`config.mk`:
```
export PLATFORM = sky130hd
export DESIGN_NAME = lexicographic_permutation_generator_flat
export DESIGN_NICKNAME = d
export VERILOG_FILES = /design/src/lpg_pkg.sv /design/src/lpg_req_if.sv /design/src/lpg_rsp_if.sv /design/src/lpg_csr_if.sv /design/src/lexicographic_permutation_generator.sv /design/src/flat_wrapper.sv
export SDC_FILE = /design/constraint.sdc
export NUM_CORES = 1
export LEC_CHECK = 0
export ABC_CLOCK_PERIOD_IN_PS = 5450
export BUFFER_PORTS_ARGS = -buffer_cell sky130_fd_sc_hd__buf_4
export CAP_MARGIN = 15
export CORE_MARGIN = 2
export CORE_UTILIZATION = 35
export CTS_CLUSTER_DIAMETER = 40
export DETAILED_ROUTE_END_ITERATION = 8
export PLACE_DENSITY = 0.5
export SETUP_SLACK_MARGIN = 0.1
export SYNTH_ARGS = -nofsm -noshare
export SYNTH_HDL_FRONTEND = slang
export SYNTH_SLANG_ARGS = --single-unit
```
`constraint.sdc`:
```
create_clock -name clock -period 5.45 [get_ports clock]
set_input_delay 1.09 -clock clock [delete_from_list [all_inputs] [get_ports clock]]
set_output_delay 1.09 -clock clock [all_outputs]
set_load 0.05 [all_outputs]
```
`src/lpg_pkg.sv`:
```
// ----------------------------------------------------------------------------
// Lexicographic permutation generator package
// Shared widths, element type and sequencer states.
// ----------------------------------------------------------------------------
package lpg_pkg;

   localparam int MAX_LEN = 8;
   localparam int ELEM_W  = 3;
   localparam int IDX_W   = 3;
   localparam int LEN_W   = 4;
   localparam int PERM_W  = 24;
   localparam int RANK_W  = 16;

   typedef logic [ELEM_W-1:0] elem_type;

   typedef enum logic [1:0] {
      ST_IDLE,
      ST_SCAN,
      ST_FIND,
      ST_REV
   } state_type;

endpackage

```
`src/lpg_req_if.sv`:
```
// ----------------------------------------------------------------------------
// Request channel
// Carries one request item: the restart flag.
// ----------------------------------------------------------------------------
interface lpg_req_if;
   logic valid;
   logic ready;
   logic restart;

   modport source (output valid, output restart, input ready);
   modport sink   (input valid, input restart, output ready);
endinterface

```
`src/lpg_rsp_if.sv`:
```
// ----------------------------------------------------------------------------
// Response channel
// Carries one result item: packed permutation, rank and last flag.
// ----------------------------------------------------------------------------
interface lpg_rsp_if import lpg_pkg::*; ();
   logic              valid;
   logic              ready;
   logic [PERM_W-1:0] permutation;
   logic [RANK_W-1:0] perm_index;
   logic              last;

   modport source (output valid, output permutation, output perm_index, output last,
                   input ready);
   modport sink   (input valid, input permutation, input perm_index, input last,
                   output ready);
endinterface

```
`src/lpg_csr_if.sv`:
```
// ----------------------------------------------------------------------------
// Configuration write channel
// Carries the write data of the permutation length register.
// ----------------------------------------------------------------------------
interface lpg_csr_if import lpg_pkg::*; ();
   logic             valid;
   logic             ready;
   logic [LEN_W-1:0] data;

   modport source (output valid, output data, input ready);
   modport sink   (input valid, input data, output ready);
endinterface

```
`src/lexicographic_permutation_generator.sv`:
```
// ----------------------------------------------------------------------------
// Lexicographic permutation generator
// Emits the permutations of 0..n-1 in lexicographic order, one per request.
// ----------------------------------------------------------------------------
//   channel   direction   contents
//   req_bus   in          restart
//   rsp_bus   out         permutation, perm_index, last
//   csr_bus   in          perm_length write data
//
// A result is registered in the cycle after its request is taken. The
// next-permutation step then runs on one shared comparator: a pivot scan,
// a successor search that also swaps, and a suffix reversal; after the
// last permutation the sequence returns to the identity instead. Reset is
// synchronous and gives the identity, rank 0 and length 8. A request waits
// while the step runs and while the output register holds a result that
// has not been taken.
// ----------------------------------------------------------------------------
module lexicographic_permutation_generator import lpg_pkg::*; (
   input  logic     clock,
   input  logic     reset,
   lpg_req_if.sink  req_bus,
   lpg_rsp_if.source rsp_bus,
   lpg_csr_if.sink  csr_bus
);

   state_type         state_ff, state_in;
   elem_type          perm_ff [MAX_LEN];
   elem_type          perm_in [MAX_LEN];
   logic [IDX_W-1:0]  ia_ff, ia_in;
   logic [IDX_W-1:0]  ib_ff, ib_in;
   logic [RANK_W-1:0] count_ff, count_in;
   logic [LEN_W-1:0]  len_ff, len_in;
   logic              rsp_valid_ff, rsp_valid_in;
   logic [PERM_W-1:0] rsp_perm_ff, rsp_perm_in;
   logic [RANK_W-1:0] rsp_index_ff, rsp_index_in;
   logic              rsp_last_ff, rsp_last_in;

   logic [LEN_W-1:0]  n_eff;
   logic [IDX_W-1:0]  n_last;
   elem_type          src [MAX_LEN];
   logic              last_c;
   logic [PERM_W-1:0] packed_c;
   logic [RANK_W-1:0] rank_c;
   elem_type          op_a, op_b;
   logic              op_lt;
   logic              req_take;

   assign req_bus.ready       = (state_ff == ST_IDLE) && (!rsp_valid_ff || rsp_bus.ready);
   assign req_take            = req_bus.valid && req_bus.ready;
   assign csr_bus.ready       = 1'b1;
   assign rsp_bus.valid       = rsp_valid_ff;
   assign rsp_bus.permutation = rsp_perm_ff;
   assign rsp_bus.perm_index  = rsp_index_ff;
   assign rsp_bus.last        = rsp_last_ff;

   always_comb begin
      if (len_ff == '0) begin
         n_eff = LEN_W'(1);
      end else if (len_ff > LEN_W'(MAX_LEN)) begin
         n_eff = LEN_W'(MAX_LEN);
      end else begin
         n_eff = len_ff;
      end
      n_last = IDX_W'(n_eff - LEN_W'(1));

      for (int k = 0; k < MAX_LEN; k++) begin
         src[k] = req_bus.restart ? ELEM_W'(k) : perm_ff[k];
      end

      last_c   = 1'b1;
      packed_c = '0;
      for (int k = 0; k < MAX_LEN; k++) begin
         if (LEN_W'(k) < n_eff) begin
            packed_c[k*ELEM_W +: ELEM_W] = src[k];
         end
      end
      for (int k = 1; k < MAX_LEN; k++) begin
         if (LEN_W'(k) < n_eff && src[k-1] < src[k]) begin
            last_c = 1'b0;
         end
      end
      rank_c = req_bus.restart ? '0 : count_ff;

      op_a = '0;
      op_b = '0;
      case (state_ff)
         ST_SCAN: begin
            op_a = perm_ff[ia_ff - IDX_W'(1)];
            op_b = perm_ff[ia_ff];
         end
         ST_FIND: begin
            op_a = perm_ff[ib_ff];
            op_b = perm_ff[ia_ff];
         end
         default: begin
            op_a = '0;
            op_b = '0;
         end
      endcase
      op_lt = op_a < op_b;

      state_in     = state_ff;
      perm_in      = perm_ff;
      ia_in        = ia_ff;
      ib_in        = ib_ff;
      count_in     = count_ff;
      len_in       = csr_bus.valid ? csr_bus.data : len_ff;
      rsp_valid_in = rsp_valid_ff && !rsp_bus.ready;
      rsp_perm_in  = rsp_perm_ff;
      rsp_index_in = rsp_index_ff;
      rsp_last_in  = rsp_last_ff;

      case (state_ff)
         ST_IDLE: begin
            if (req_take) begin
               rsp_valid_in = 1'b1;
               rsp_perm_in  = packed_c;
               rsp_index_in = rank_c;
               rsp_last_in  = last_c;
               if (last_c) begin
                  for (int k = 0; k < MAX_LEN; k++) begin
                     perm_in[k] = ELEM_W'(k);
                  end
                  count_in = '0;
               end else begin
                  perm_in  = src;
                  count_in = rank_c + RANK_W'(1);
                  ia_in    = n_last;
                  state_in = ST_SCAN;
               end
            end
         end
         ST_SCAN: begin
            if (op_lt) begin
               ib_in    = ia_ff - IDX_W'(1);
               ia_in    = n_last;
               state_in = ST_FIND;
            end else begin
               ia_in = ia_ff - IDX_W'(1);
            end
         end
         ST_FIND: begin
            if (op_lt) begin
               perm_in[ib_ff] = perm_ff[ia_ff];
               perm_in[ia_ff] = perm_ff[ib_ff];
               ia_in          = ib_ff + IDX_W'(1);
               ib_in          = n_last;
               state_in       = ST_REV;
            end else begin
               ia_in = ia_ff - IDX_W'(1);
            end
         end
         ST_REV: begin
            if (ia_ff < ib_ff) begin
               perm_in[ia_ff] = perm_ff[ib_ff];
               perm_in[ib_ff] = perm_ff[ia_ff];
               ia_in          = ia_ff + IDX_W'(1);
               ib_in          = ib_ff - IDX_W'(1);
            end else begin
               state_in = ST_IDLE;
            end
         end
         default: begin
            state_in = ST_IDLE;
         end
      endcase
   end

   always_ff @(posedge clock) begin
      if (reset) begin
         state_ff     <= ST_IDLE;
         count_ff     <= '0;
         len_ff       <= LEN_W'(MAX_LEN);
         rsp_valid_ff <= 1'b0;
         for (int k = 0; k < MAX_LEN; k++) begin
            perm_ff[k] <= ELEM_W'(k);
         end
      end else begin
         state_ff     <= state_in;
         count_ff     <= count_in;
         len_ff       <= len_in;
         rsp_valid_ff <= rsp_valid_in;
         perm_ff      <= perm_in;
      end
   end

   always_ff @(posedge clock) begin
      ia_ff        <= ia_in;
      ib_ff        <= ib_in;
      rsp_perm_ff  <= rsp_perm_in;
      rsp_index_ff <= rsp_index_in;
      rsp_last_ff  <= rsp_last_in;
   end

endmodule

```
`src/flat_wrapper.sv`:
```
// flat-port wrapper written by rule: the top's interface ports become plain ports
module lexicographic_permutation_generator_flat import lpg_pkg::*;
  (clock, reset, req_bus_valid, req_bus_restart, req_bus_ready, rsp_bus_valid, rsp_bus_permutation, rsp_bus_perm_index, rsp_bus_last, rsp_bus_ready, csr_bus_valid, csr_bus_data, csr_bus_ready);
  lpg_req_if req_bus_i ();
  lpg_rsp_if rsp_bus_i ();
  lpg_csr_if csr_bus_i ();
  input  logic clock;
  input  logic reset;
  input wire logic [$bits(req_bus_i.valid)-1:0] req_bus_valid;
  input wire logic [$bits(req_bus_i.restart)-1:0] req_bus_restart;
  output wire logic [$bits(req_bus_i.ready)-1:0] req_bus_ready;
  output wire logic [$bits(rsp_bus_i.valid)-1:0] rsp_bus_valid;
  output wire logic [$bits(rsp_bus_i.permutation)-1:0] rsp_bus_permutation;
  output wire logic [$bits(rsp_bus_i.perm_index)-1:0] rsp_bus_perm_index;
  output wire logic [$bits(rsp_bus_i.last)-1:0] rsp_bus_last;
  input wire logic [$bits(rsp_bus_i.ready)-1:0] rsp_bus_ready;
  input wire logic [$bits(csr_bus_i.valid)-1:0] csr_bus_valid;
  input wire logic [$bits(csr_bus_i.data)-1:0] csr_bus_data;
  output wire logic [$bits(csr_bus_i.ready)-1:0] csr_bus_ready;
  assign req_bus_i.valid = req_bus_valid;
  assign req_bus_i.restart = req_bus_restart;
  assign req_bus_ready = req_bus_i.ready;
  assign rsp_bus_valid = rsp_bus_i.valid;
  assign rsp_bus_permutation = rsp_bus_i.permutation;
  assign rsp_bus_perm_index = rsp_bus_i.perm_index;
  assign rsp_bus_last = rsp_bus_i.last;
  assign rsp_bus_i.ready = rsp_bus_ready;
  assign csr_bus_i.valid = csr_bus_valid;
  assign csr_bus_i.data = csr_bus_data;
  assign csr_bus_ready = csr_bus_i.ready;
  lexicographic_permutation_generator u_core (.clock(clock), .reset(reset), .req_bus(req_bus_i), .rsp_bus(rsp_bus_i), .csr_bus(csr_bus_i));
endmodule
```
==> impl_metrics.env, run 1 <==
export IMPL_finalCritPeriodShare=0.8584
export IMPL_powerDensity_nw_per_um2=559.5
export IMPL_syn_avg_cell_area_um2=8.996
export IMPL_worstPathArrival_ns=4.89
export IMPL_min_path_type="flop to flop"
export IMPL_rsz0062_at_grt="no"
export IMPL_gr_total_overflow=0
export IMPL_ant_nets=0
export IMPL_vias_per_cell=5.843
export IMPL_cts_tree="yes"
export IMPL_placement_rows=48
export IMPL_fin_util=0.4098
export IMPL_tightest_slew_ns=0.9061
export IMPL_fillCellCount=1714
export IMPL_ys_seq_area_frac=0.3823
export IMPL_ir_drop_uv=253.6
export IMPL_die_h_um=136.6
export IMPL_syn_cell_area_um2=6153
export IMPL_path_class="flop to flop"
export IMPL_die_x_um=136.6
export IMPL_drt_initial_drc_count=580
export IMPL_pre_cts_ws_ns=0.8604
export IMPL_fin_skew_ns=0.007294
export IMPL_synth_top_area_cell="edfxtp_1"
export IMPL_crit_required_ns=5.66
export IMPL_layout_setup_ws_ns=0.7717
export IMPL_end_kind="flop"
export IMPL_slew_viol_final=0
export IMPL_antenna_found_initial=0
export IMPL_grt_first_pass_wirelength_um=29860
export IMPL_synth_area_top_cells="edfxtp_1, dfxtp_1, ha_1"
export IMPL_wirelength_um=18800
export IMPL_total_power_uw=3951
export IMPL_vias=5545
export IMPL_ios=54
export IMPL_final_min_clock_period_ns=4.678
export IMPL_ys_types=70
export IMPL_drv_cap=0
export IMPL_ctsResizeCount=0
export IMPL_numCtsBuffers=9
export IMPL_relSlewSlack=0.3959
export IMPL_ys_warn_count=0
export IMPL_drive_above_1_share=0.1506
export IMPL_cp_max_fo=18
export IMPL_area_growth_pct=14.78
export IMPL_critPathLaunchType="flop"
export IMPL_htree_levels=3
export IMPL_drt_pass1_iter_count=5
export IMPL_ys_seq_elements=94
export IMPL_grt_max_degree=47
export IMPL_hold_viol=0
export IMPL_fp_dieArea_um2=18660
export IMPL_clock_latency_ns=0.35
export IMPL_start_util=0.3570
export IMPL_wl_per_cell_um=19.81
export IMPL_cts_buffer_depth=2
export IMPL_async_flop_share=0
export IMPL_synthCells=684
export IMPL_nets=760
export IMPL_io_buffers=52
export IMPL_status="finished clean"
export IMPL_tns_ns=0
export IMPL_drc=0
export IMPL_synth_edff_count=47
export IMPL_syn_num_nets=725
export IMPL_path_clk_slew_ns=0.07
export IMPL_hpwl_um=13550
export IMPL_cts_setup_buffers=0
export IMPL_finalSetupViolCount=0
export IMPL_fmax_ghz=0.2138
export IMPL_clkSinkCount=94
export IMPL_fp_coreArea_um2=17240
export IMPL_grt_pass1_vias=5300
export IMPL_gp_congestion=0.8849
export IMPL_synth_top_flop_cell="edfxtp_1"
export IMPL_design_area_um2=7063
export IMPL_antenna_cells=0
export IMPL_synth_top_area_frac=0.2294
export IMPL_cts_root_buf="clkbuf_16"
export IMPL_cts_hold_buf=0
export IMPL_p_leak_uw=0.002651
export IMPL_track_usage=0.2076
export IMPL_place_area_um2=6719
[cell usage after synthesis, drive strengths merged, types with 3 or more instances]
library cell and n:
a221oi 6, buf 14, mux4 14, a22o 5, o32ai 8, o22ai 8, nand3 19, xor2 4
a32oi 4, nand4 6, mux2 4, ha 31, edfxtp 47, a31oi 7, clkbuf 22, o32a 7
mux2i 11, o21ai 37, inv 43, a21o 3, o31ai 9, nor3b 5, a211oi 7, o211ai 4
a21oi 46, nand2b 11, and2 10, dfxtp 47, nor2b 19, nor2 85, o2bb2ai 4, nand2 66
nor3 18, xnor2 5, a22oi 13
[kinds of logic after synthesis]
kind of cell	Yosys count	share of synthesized area
flops	94	0.3823
fa+ha+maj	31	0.06303
xor+xnor	9	0.01403
buf+inv	80	0.05388
simple gates	253	0.1936
other cells	1	0.0006094
compound gates	187	0.2161
mux	29	0.07645
[through the flow]
stage          instances  hold slack [ns]
3_5_place_dp         933           0.4546
5_1_grt              949           0.5063
2_1_floorplan        684           0.4357
6_report             949           0.4686
3_3_place_gp         933           0.4438
4_1_cts              949           0.4650
[worst max-delay path, stage by stage (launching register included)]
cell and delay, ns:
edfxtp_1 0.75, inv_1 0.23, ha_1 0.63, mux4_2 0.37, mux2i_1 0.19, o22ai_1 0.13, and2_1 0.19, ha_1 0.33
a21oi_1 0.24, o31ai_2 0.16, o21ai_1 0.30, nand3_2 0.22, a31oi_4 0.62, o32ai_2 0.15
[metal layers]
layer / GRT usage / wire length [µm] / vias to the layer above / share of wire
met5: 0 / 0 / - / 0
met4: 0.07118 / 507 / 0 / 0.027
met3: 0.03519 / 1270 / 44 / 0.068
met2: 0.3344 / 8654 / 231 / 0.46
met1: 0.2818 / 8363 / 2673 / 0.44
li1: - / - / 2597 / -
[path summary, 6_finish.rpt]
kind | from | to | slack [ns] | cells after the start
max | u_core.ia_ff[1]$_DFFE_PP_ | u_core.perm_ff[10]$_SDFFE_PP0P_ | 0.77 | 13
min | u_core.count_ff[1]$_SDFFE_PP0P_ | u_core.count_ff[1]$_SDFFE_PP0P_ | 0.47 | 2
max reg2reg | u_core.ia_ff[1]$_DFFE_PP_ | u_core.perm_ff[10]$_SDFFE_PP0P_ | 0.77 | 13
min reg2reg | u_core.count_ff[1]$_SDFFE_PP0P_ | u_core.count_ff[1]$_SDFFE_PP0P_ | 0.47 | 2
[sequential cells by signal, indices dropped and copies added, names as in the netlist]
register and count:
u_core.ia_ff 3, u_core.ib_ff 3, u_core.rsp_bus.last 1, u_core.rsp_bus.valid 1
u_core.len_ff 4, u_core.rsp_bus.permutation 24, u_core.state_ff 2, u_core.count_ff 16
u_core.perm_ff 24, u_core.rsp_bus.perm_index 16
[cell type report]
class	count	area, µm²	share of cell area
clock buffer	10	229.0	0.03242
sequential	94	2352	0.3330
tap	225	281.5	0.03986
timing repair buffer	60	450.4	0.06377
multi-input combinational	510	3470	0.4912
inverter	44	165.2	0.02338
clock inverter	6	115.1	0.01630
[report_power, final]
| group | internal (µW) | switching [µW] | leakage [µW] |
|---|---|---|---|
| clock | 452 | 287 | 0.000164 |
| sequential | 915 | 177 | 0.000829 |
| combinational | 719 | 1400 | 0.00166 |
| total | 2090 | 1870 | 0.00265 |
[cells in the final DEF, fill, tap and decap left out, types with 4 or more instances in the layout]
cell type,instances
mux2_2,4
ha_1,31
o32a_1,7
edfxtp_1,47
buf_4,60
a32oi_1,4
inv_1,42
o211ai_1,4
nor3b_1,5
a221oi_1,5
o32ai_2,6
nor2_1,85
nand3_1,17
xnor2_1,5
o21ai_0,36
nand2_1,66
o31ai_1,8
nand4_1,6
a211oi_1,7
o22ai_1,8
dfxtp_1,47
and2_1,10
clkbuf_16,9
a22oi_1,13
a22o_1,5
a31oi_1,5
nand2b_1,11
a21oi_1,46
o2bb2ai_1,4
mux2i_1,11
nor2b_1,19
nor3_1,18
mux4_2,14
Power figures use the tool's default switching activity.
==> inputs of run 2 (changes only) <==
--- a/config.mk
+++ b/config.mk
@@ -8,6 +8,7 @@
 export ABC_CLOCK_PERIOD_IN_PS = 5450
 export BUFFER_PORTS_ARGS = -buffer_cell sky130_fd_sc_hd__buf_4
 export CAP_MARGIN = 15
+export CORE_ASPECT_RATIO = 1.4
 export CORE_MARGIN = 2
 export CORE_UTILIZATION = 35
 export CTS_CLUSTER_DIAMETER = 40
==> constraint.sdc (replaced) <==
create_clock -name clock -period 5.45 [get_ports clock]
set_input_delay 0.8175 -clock clock [delete_from_list [all_inputs] [get_ports clock]]
set_output_delay 0.8175 -clock clock [all_outputs]
set_load 0.05 [all_outputs]
==> run 2 against run 1 <==
Compared with the run above: sequential power is essentially flat; critical endpoint is now u_core.perm_ff[20]$_SDFFE_PP0P_; worst setup slack gained 0.50 ns; core utilization shrank 0.15 points; total power shrank 1.9%.
==> impl_metrics.env, run 2 (synthesized netlist as in run 1, its figures left out) <==
export IMPL_gp_congestion=0.9494
export IMPL_tns_ns=0
export IMPL_ctsResizeCount=0
export IMPL_power_frac_comb=0.540
export IMPL_holdPathEnd="u_core.count_ff[1]$_SDFFE_PP0P_"
export IMPL_wirelength_um=19340
export IMPL_tightest_slew_ns=0.8993
export IMPL_antenna_cells=0
export IMPL_drc=0
export IMPL_slowest_delay_ns=0.59
export IMPL_p_sw_uw=1839
export IMPL_ant_nets=0
export IMPL_mostFrequentLayoutCell="nor2_1"
export IMPL_crit_top_cell="ha_1"
export IMPL_clkSinkCount=94
export IMPL_cts_root_buf="clkbuf_16"
export IMPL_min_path_type="flop to flop"
export IMPL_fp_dieArea_um2=18670
export IMPL_finalSetupViolCount=0
export IMPL_nets=759
export IMPL_slew_viol_final=0
export IMPL_cts_setup_buffers=0
export IMPL_grt_first_pass_wirelength_um=29680
export IMPL_track_usage=0.2087
export IMPL_hold_viol=0
export IMPL_cp_cell_sequence="buf_4, inv_1, ha_1, mux4_2, mux2i_1, o22ai_1, and2_1, ha_1, nand2_1, o31ai_2, o21ai_1, nand3_2, a31oi_4, o32ai_1"
export IMPL_antenna_found_initial=0
export IMPL_rsz0062_at_grt="no"
export IMPL_grt_max_degree=46
export IMPL_path_clk_slew_ns=0.08
export IMPL_clock_latency_ns=0.35
export IMPL_start_util=0.3565
export IMPL_reg2reg_to="u_core.perm_ff[20]$_SDFFE_PP0P_"
export IMPL_die_x_um=116.1
export IMPL_grt_pass1_vias=5226
export IMPL_whs_path_depth=2
export IMPL_worst_r2r_cell_count=14
export IMPL_gr_total_overflow=0
export IMPL_ios=54
export IMPL_place_area_um2=6725
export IMPL_final_cell_mix="nor2_1, nand2_1, buf_4"
export IMPL_power_internal_uw=2039
export IMPL_path_class="flop to flop"
export IMPL_sw_frac_of_total=0.4742
export IMPL_drt_initial_drc_count=440
export IMPL_fp_coreArea_um2=17260
export IMPL_numCtsBuffers=9
export IMPL_vias_per_cell=5.717
export IMPL_relSlewSlack=0.4005
export IMPL_design_area_um2=7047
export IMPL_placement_rows=57
export IMPL_area_growth_pct=14.52
export IMPL_powerDensity_nw_per_um2=550.3
export IMPL_drv_cap=0
export IMPL_timing_rr_start="u_core.ia_ff[1]$_DFFE_PP_"
export IMPL_vias=5483
export IMPL_hold_start="u_core.count_ff[1]$_SDFFE_PP0P_"
export IMPL_htree_levels=3
export IMPL_critPathLaunchType="flop"
export IMPL_cts_tree="yes"
export IMPL_fmax_ghz=0.2395
export IMPL_power_share_sequential=0.280
export IMPL_final_min_clock_period_ns=4.176
export IMPL_clkPwrFrac=0.179
export IMPL_finalCritPeriodShare=0.7662
export IMPL_end_kind="flop"
export IMPL_drive_above_1_share=0.1494
export IMPL_p_leak_uw=0.002632
export IMPL_cts_hold_buf=0
export IMPL_cts_buffer_depth=2
export IMPL_fin_skew_ns=0.01545
export IMPL_ir_drop_uv=175.9
export IMPL_ff2ff_setup_slack_ns=1.27
export IMPL_cp_max_fo=18
export IMPL_status="finished clean"
export IMPL_hpwl_um=14550
export IMPL_die_h_um=160.9
export IMPL_io_buffers=52
export IMPL_wl_per_cell_um=20.16
export IMPL_worstPathArrival_ns=4.39
export IMPL_cpMaxStageDelayCell="a31oi_4"
export IMPL_crit_required_ns=5.66
export IMPL_drt_pass1_iter_count=5
[run 2: cell count changes in the layout (fill, tap and decap cells not counted)]
cell	change
buf_4	-1
bufinv_16	-1
clkinvlp_4	+1
[run 2: cell type report]
cell class / instances / area, µm²
fillers: 1728 / 10210
multi-input cells: 510 / 3470
well taps: 236 / 295.3
flip-flops and latches: 94 / 2352
inverters: 44 / 165.2
clock inverters: 6 / 92.59
clock buffers: 10 / 229.0
repair buffers: 59 / 442.9
[run 2: worst max-delay path by stage]
stage                               from                               to  cells past startpoint
2_1_floorplan  u_core.ia_ff[0]$_DFFE_PP_  u_core.perm_ff[10]$_SDFFE_PP0P_                     18
6_report       u_core.ia_ff[1]$_DFFE_PP_  u_core.perm_ff[20]$_SDFFE_PP0P_                     14
3_3_place_gp   u_core.ia_ff[2]$_DFFE_PP_  u_core.perm_ff[20]$_SDFFE_PP0P_                     12
5_1_grt        u_core.ia_ff[1]$_DFFE_PP_  u_core.perm_ff[23]$_SDFFE_PP0P_                     14
4_1_cts        u_core.ia_ff[1]$_DFFE_PP_  u_core.perm_ff[20]$_SDFFE_PP0P_                     14
3_5_place_dp   u_core.ia_ff[1]$_DFFE_PP_  u_core.perm_ff[20]$_SDFFE_PP0P_                     14
[run 2: worst max-delay path, delay by kind of cell (launching register included)]
kind	cells	cell delay (ns)
compound gates	5	1.26
fa+ha+maj	2	0.87
mux	2	0.70
simple gates	3	0.55
flops	1	0.32
buf+inv	2	0.32
[run 2: stage by stage]
stage | hold WS [ns] | total power [µW] | instances | setup slack (ns) | utilization
after CTS | 0.4750 | 3877 | 959 | 1.268 | 0.4083
final | 0.4696 | 3878 | 959 | 1.274 | 0.4083
after floorplan | 0.4357 | 2599 | 684 | 1.465 | -
after global placement | 0.4453 | 3168 | 943 | 1.406 | 0.3897
after global routing | 0.5016 | 4102 | 959 | 0.9654 | 0.4083
after detailed placement | 0.4659 | 3172 | 943 | 1.279 | 0.3897
[run 2: power by group through the flow]
stage | clock [µW] | sequential, µW | combinational, µW
6_report | 696 | 1090 | 2100
4_1_cts | 714 | 1080 | 2080
3_3_place_gp | 0 | 1090 | 2080
2_1_floorplan | 0 | 1240 | 1350
5_1_grt | 738 | 1100 | 2260
3_5_place_dp | 0 | 1100 | 2070
[run 2: per-layer routing]
layer / global-route usage / wire [µm] / vias up
met5: 0 / 0 / -
met4: 0.1050 / 906 / 0
met3: 0.02792 / 805 / 50
met2: 0.3692 / 10070 / 196
met1: 0.2426 / 7557 / 2648
li1: - / - / 2589
==> inputs of run 3 (changes only) <==
--- a/config.mk
+++ b/config.mk
@@ -5,7 +5,7 @@
 export SDC_FILE = /design/constraint.sdc
 export NUM_CORES = 1
 export LEC_CHECK = 0
-export ABC_CLOCK_PERIOD_IN_PS = 5450
+export ABC_CLOCK_PERIOD_IN_PS = 3600
 export BUFFER_PORTS_ARGS = -buffer_cell sky130_fd_sc_hd__buf_4
 export CAP_MARGIN = 15
 export CORE_ASPECT_RATIO = 1.4
@@ -13,7 +13,7 @@
 export CORE_UTILIZATION = 35
 export CTS_CLUSTER_DIAMETER = 40
 export DETAILED_ROUTE_END_ITERATION = 8
-export PLACE_DENSITY = 0.5
+export PLACE_DENSITY = 0.51
 export SETUP_SLACK_MARGIN = 0.1
 export SYNTH_ARGS = -nofsm -noshare
 export SYNTH_HDL_FRONTEND = slang
==> constraint.sdc (replaced) <==
create_clock -name clock -period 3.6 [get_ports clock]
set_input_delay 0.54 -clock clock [delete_from_list [all_inputs] [get_ports clock]]
set_output_delay 0.54 -clock clock [all_outputs]
set_load 0.05 [all_outputs]
==> run 3 against run 2 <==
Compared with the run above: combinational power rose by 79%; clock power rose by 47%; total power rose by 63%; clock-buffer cell count up 1; sequential power is 42% higher; non-clock buffer count up 35; core utilization is 2.3 points higher; first-iteration DRC count up 27%; critical path depth up 1; global-route usage increased by 1.0 points; register-to-register slack got worse by 1.0 ns; via count is 4.0% higher.
==> impl_metrics.env, run 3 (synthesized netlist as in run 1, its figures left out) <==
export IMPL_start_util=0.3565
export IMPL_final_min_clock_period_ns=3.351
export IMPL_min_path_type="primary input to flop"
export IMPL_relSlewSlack=0.4859
export IMPL_ir_drop_uv=316.5
export IMPL_io_buffers=52
export IMPL_crit_required_ns=3.85
export IMPL_hold_start="csr_bus_data[0]"
export IMPL_ant_nets=0
export IMPL_clkSinkCount=94
export IMPL_clock_latency_ns=0.36
export IMPL_vias=5705
export IMPL_fin_skew_ns=0.006525
export IMPL_fmax_ghz=0.2984
export IMPL_cts_tree="yes"
export IMPL_fp_dieArea_um2=18670
export IMPL_worstPathArrival_ns=3.60
export IMPL_status="finished clean"
export IMPL_hpwl_um=14860
export IMPL_path_clk_slew_ns=0.07
export IMPL_slew_viol_final=0
export IMPL_die_h_um=160.9
export IMPL_rsz0062_at_grt="no"
export IMPL_tns_ns=0
export IMPL_fp_coreArea_um2=17260
export IMPL_stdcell_count=996
export IMPL_gp_congestion=0.9730
export IMPL_antenna_found_initial=0
export IMPL_gr_total_overflow=0
export IMPL_grt_first_pass_wirelength_um=31040
export IMPL_final_cell_mix="buf_4, nor2_1, nand2_1"
export IMPL_worst_r2r_cell_count=15
export IMPL_cts_hold_buf=0
export IMPL_timing_rr_start="u_core.ia_ff[0]$_DFFE_PP_"
export IMPL_vias_per_cell=5.728
export IMPL_drive_above_1_share=0.2016
export IMPL_cp_max_fo=18
export IMPL_nets=795
export IMPL_drv_cap=0
export IMPL_track_usage=0.2191
export IMPL_critPathLaunchType="flop"
export IMPL_place_inst=973
export IMPL_htree_levels=3
export IMPL_cts_root_buf="clkbuf_16"
export IMPL_wl_per_cell_um=20.29
export IMPL_whs_path_depth=3
export IMPL_finalCritPeriodShare=0.9308
export IMPL_grt_max_degree=46
export IMPL_holdWs_ns=0.4268
export IMPL_multi_input_area_um2=3598
export IMPL_mostFrequentLayoutCell="buf_4"
export IMPL_drt_pass1_iter_count=6
export IMPL_ff2ff_setup_slack_ns=0.25
export IMPL_total_power_uw=6326
export IMPL_drt_initial_drc_count=558
export IMPL_fillCellCount=1711
export IMPL_ios=54
export IMPL_hold_viol=0
export IMPL_tightest_slew_ns=0.7631
export IMPL_finalSetupViolCount=0
export IMPL_end_kind="flop"
export IMPL_area_growth_pct=20.94
export IMPL_regArea_um2=2352
export IMPL_placement_rows=57
export IMPL_wirelength_um=20200
export IMPL_fin_util=0.4312
export IMPL_numCtsBuffers=9
export IMPL_powerDensity_nw_per_um2=850.0
export IMPL_p_leak_uw=0.002810
export IMPL_drc=0
export IMPL_grt_pass1_vias=5519
export IMPL_reg2reg_to="u_core.perm_ff[4]$_SDFFE_PP1P_"
export IMPL_cts_buffer_depth=2
export IMPL_crit_start="u_core.ia_ff[0]$_DFFE_PP_"
export IMPL_die_x_um=116.1
export IMPL_path_class="flop to flop"
export IMPL_holdPathEnd="u_core.len_ff[0]$_SDFFE_PP0P_"
## run 3: metal layers
metal	part of all wire	global-route usage
met2	0.51	0.3780
met5	0	0
met4	0.043	0.1109
met1	0.40	0.2570
met3	0.049	0.03849
## run 3: cell type report
| class | count | share of cell area |
|---|---|---|
| Clock buffer | 11 | 0.03262 |
| Multi-Input combinational cell | 511 | 0.4835 |
| Clock inverter | 5 | 0.008574 |
| Sequential cell | 94 | 0.3161 |
| Tap cell | 236 | 0.03968 |
| Timing Repair Buffer | 94 | 0.09701 |
| Antenna cell | 1 | 0.0003362 |
| Inverter | 44 | 0.02219 |
## run 3: worst max-delay path, cell delays in order, from the launching register on
cell and delay (ns):
edfxtp_1 0.41, inv_2 0.12, ha_4 0.23, buf_4 0.16
mux4_2 0.29, mux2i_1 0.14, o22ai_1 0.09, and2_1 0.20
ha_4 0.32, nand2_4 0.08, o31ai_4 0.41, o21ai_4 0.12
nand3_4 0.15, a31oi_4 0.05, buf_12 0.17, o32a_1 0.28
## run 3: how the worst max path moves through the flow
stage                     slack (ns)                         endpoint
after global routing            0.11        u_core.ia_ff[0]$_DFFE_PP_
after detailed placement        0.06  u_core.perm_ff[11]$_SDFFE_PP1P_
after floorplan                 0.10  u_core.perm_ff[10]$_SDFFE_PP0P_
after CTS                       0.20  u_core.perm_ff[11]$_SDFFE_PP1P_
after global placement          0.16   u_core.perm_ff[2]$_SDFFE_PP1P_
final                           0.25   u_core.perm_ff[4]$_SDFFE_PP1P_
## run 3: through the flow
step | area (µm²) | setup WS (ns)
after floorplan | 6246 | 0.1022
after global placement | 7028 | 0.1596
after detailed placement | 7028 | 0.06086
after CTS | 7357 | 0.1970
after global routing | 7440 | 0.1110
final | 7442 | 0.2490
## run 3: where the power goes
group,switching [µW],internal (µW)
clock network,453,565
registers,164,1380
logic,2380,1380
total,3000,3330
## run 3: what timing repair did
action	in CTS	in global routing
gates cloned	0	1
gates resized for setup	1	9
setup endpoints to repair	6	24
pin swaps	0	2
buffers inserted	2	3
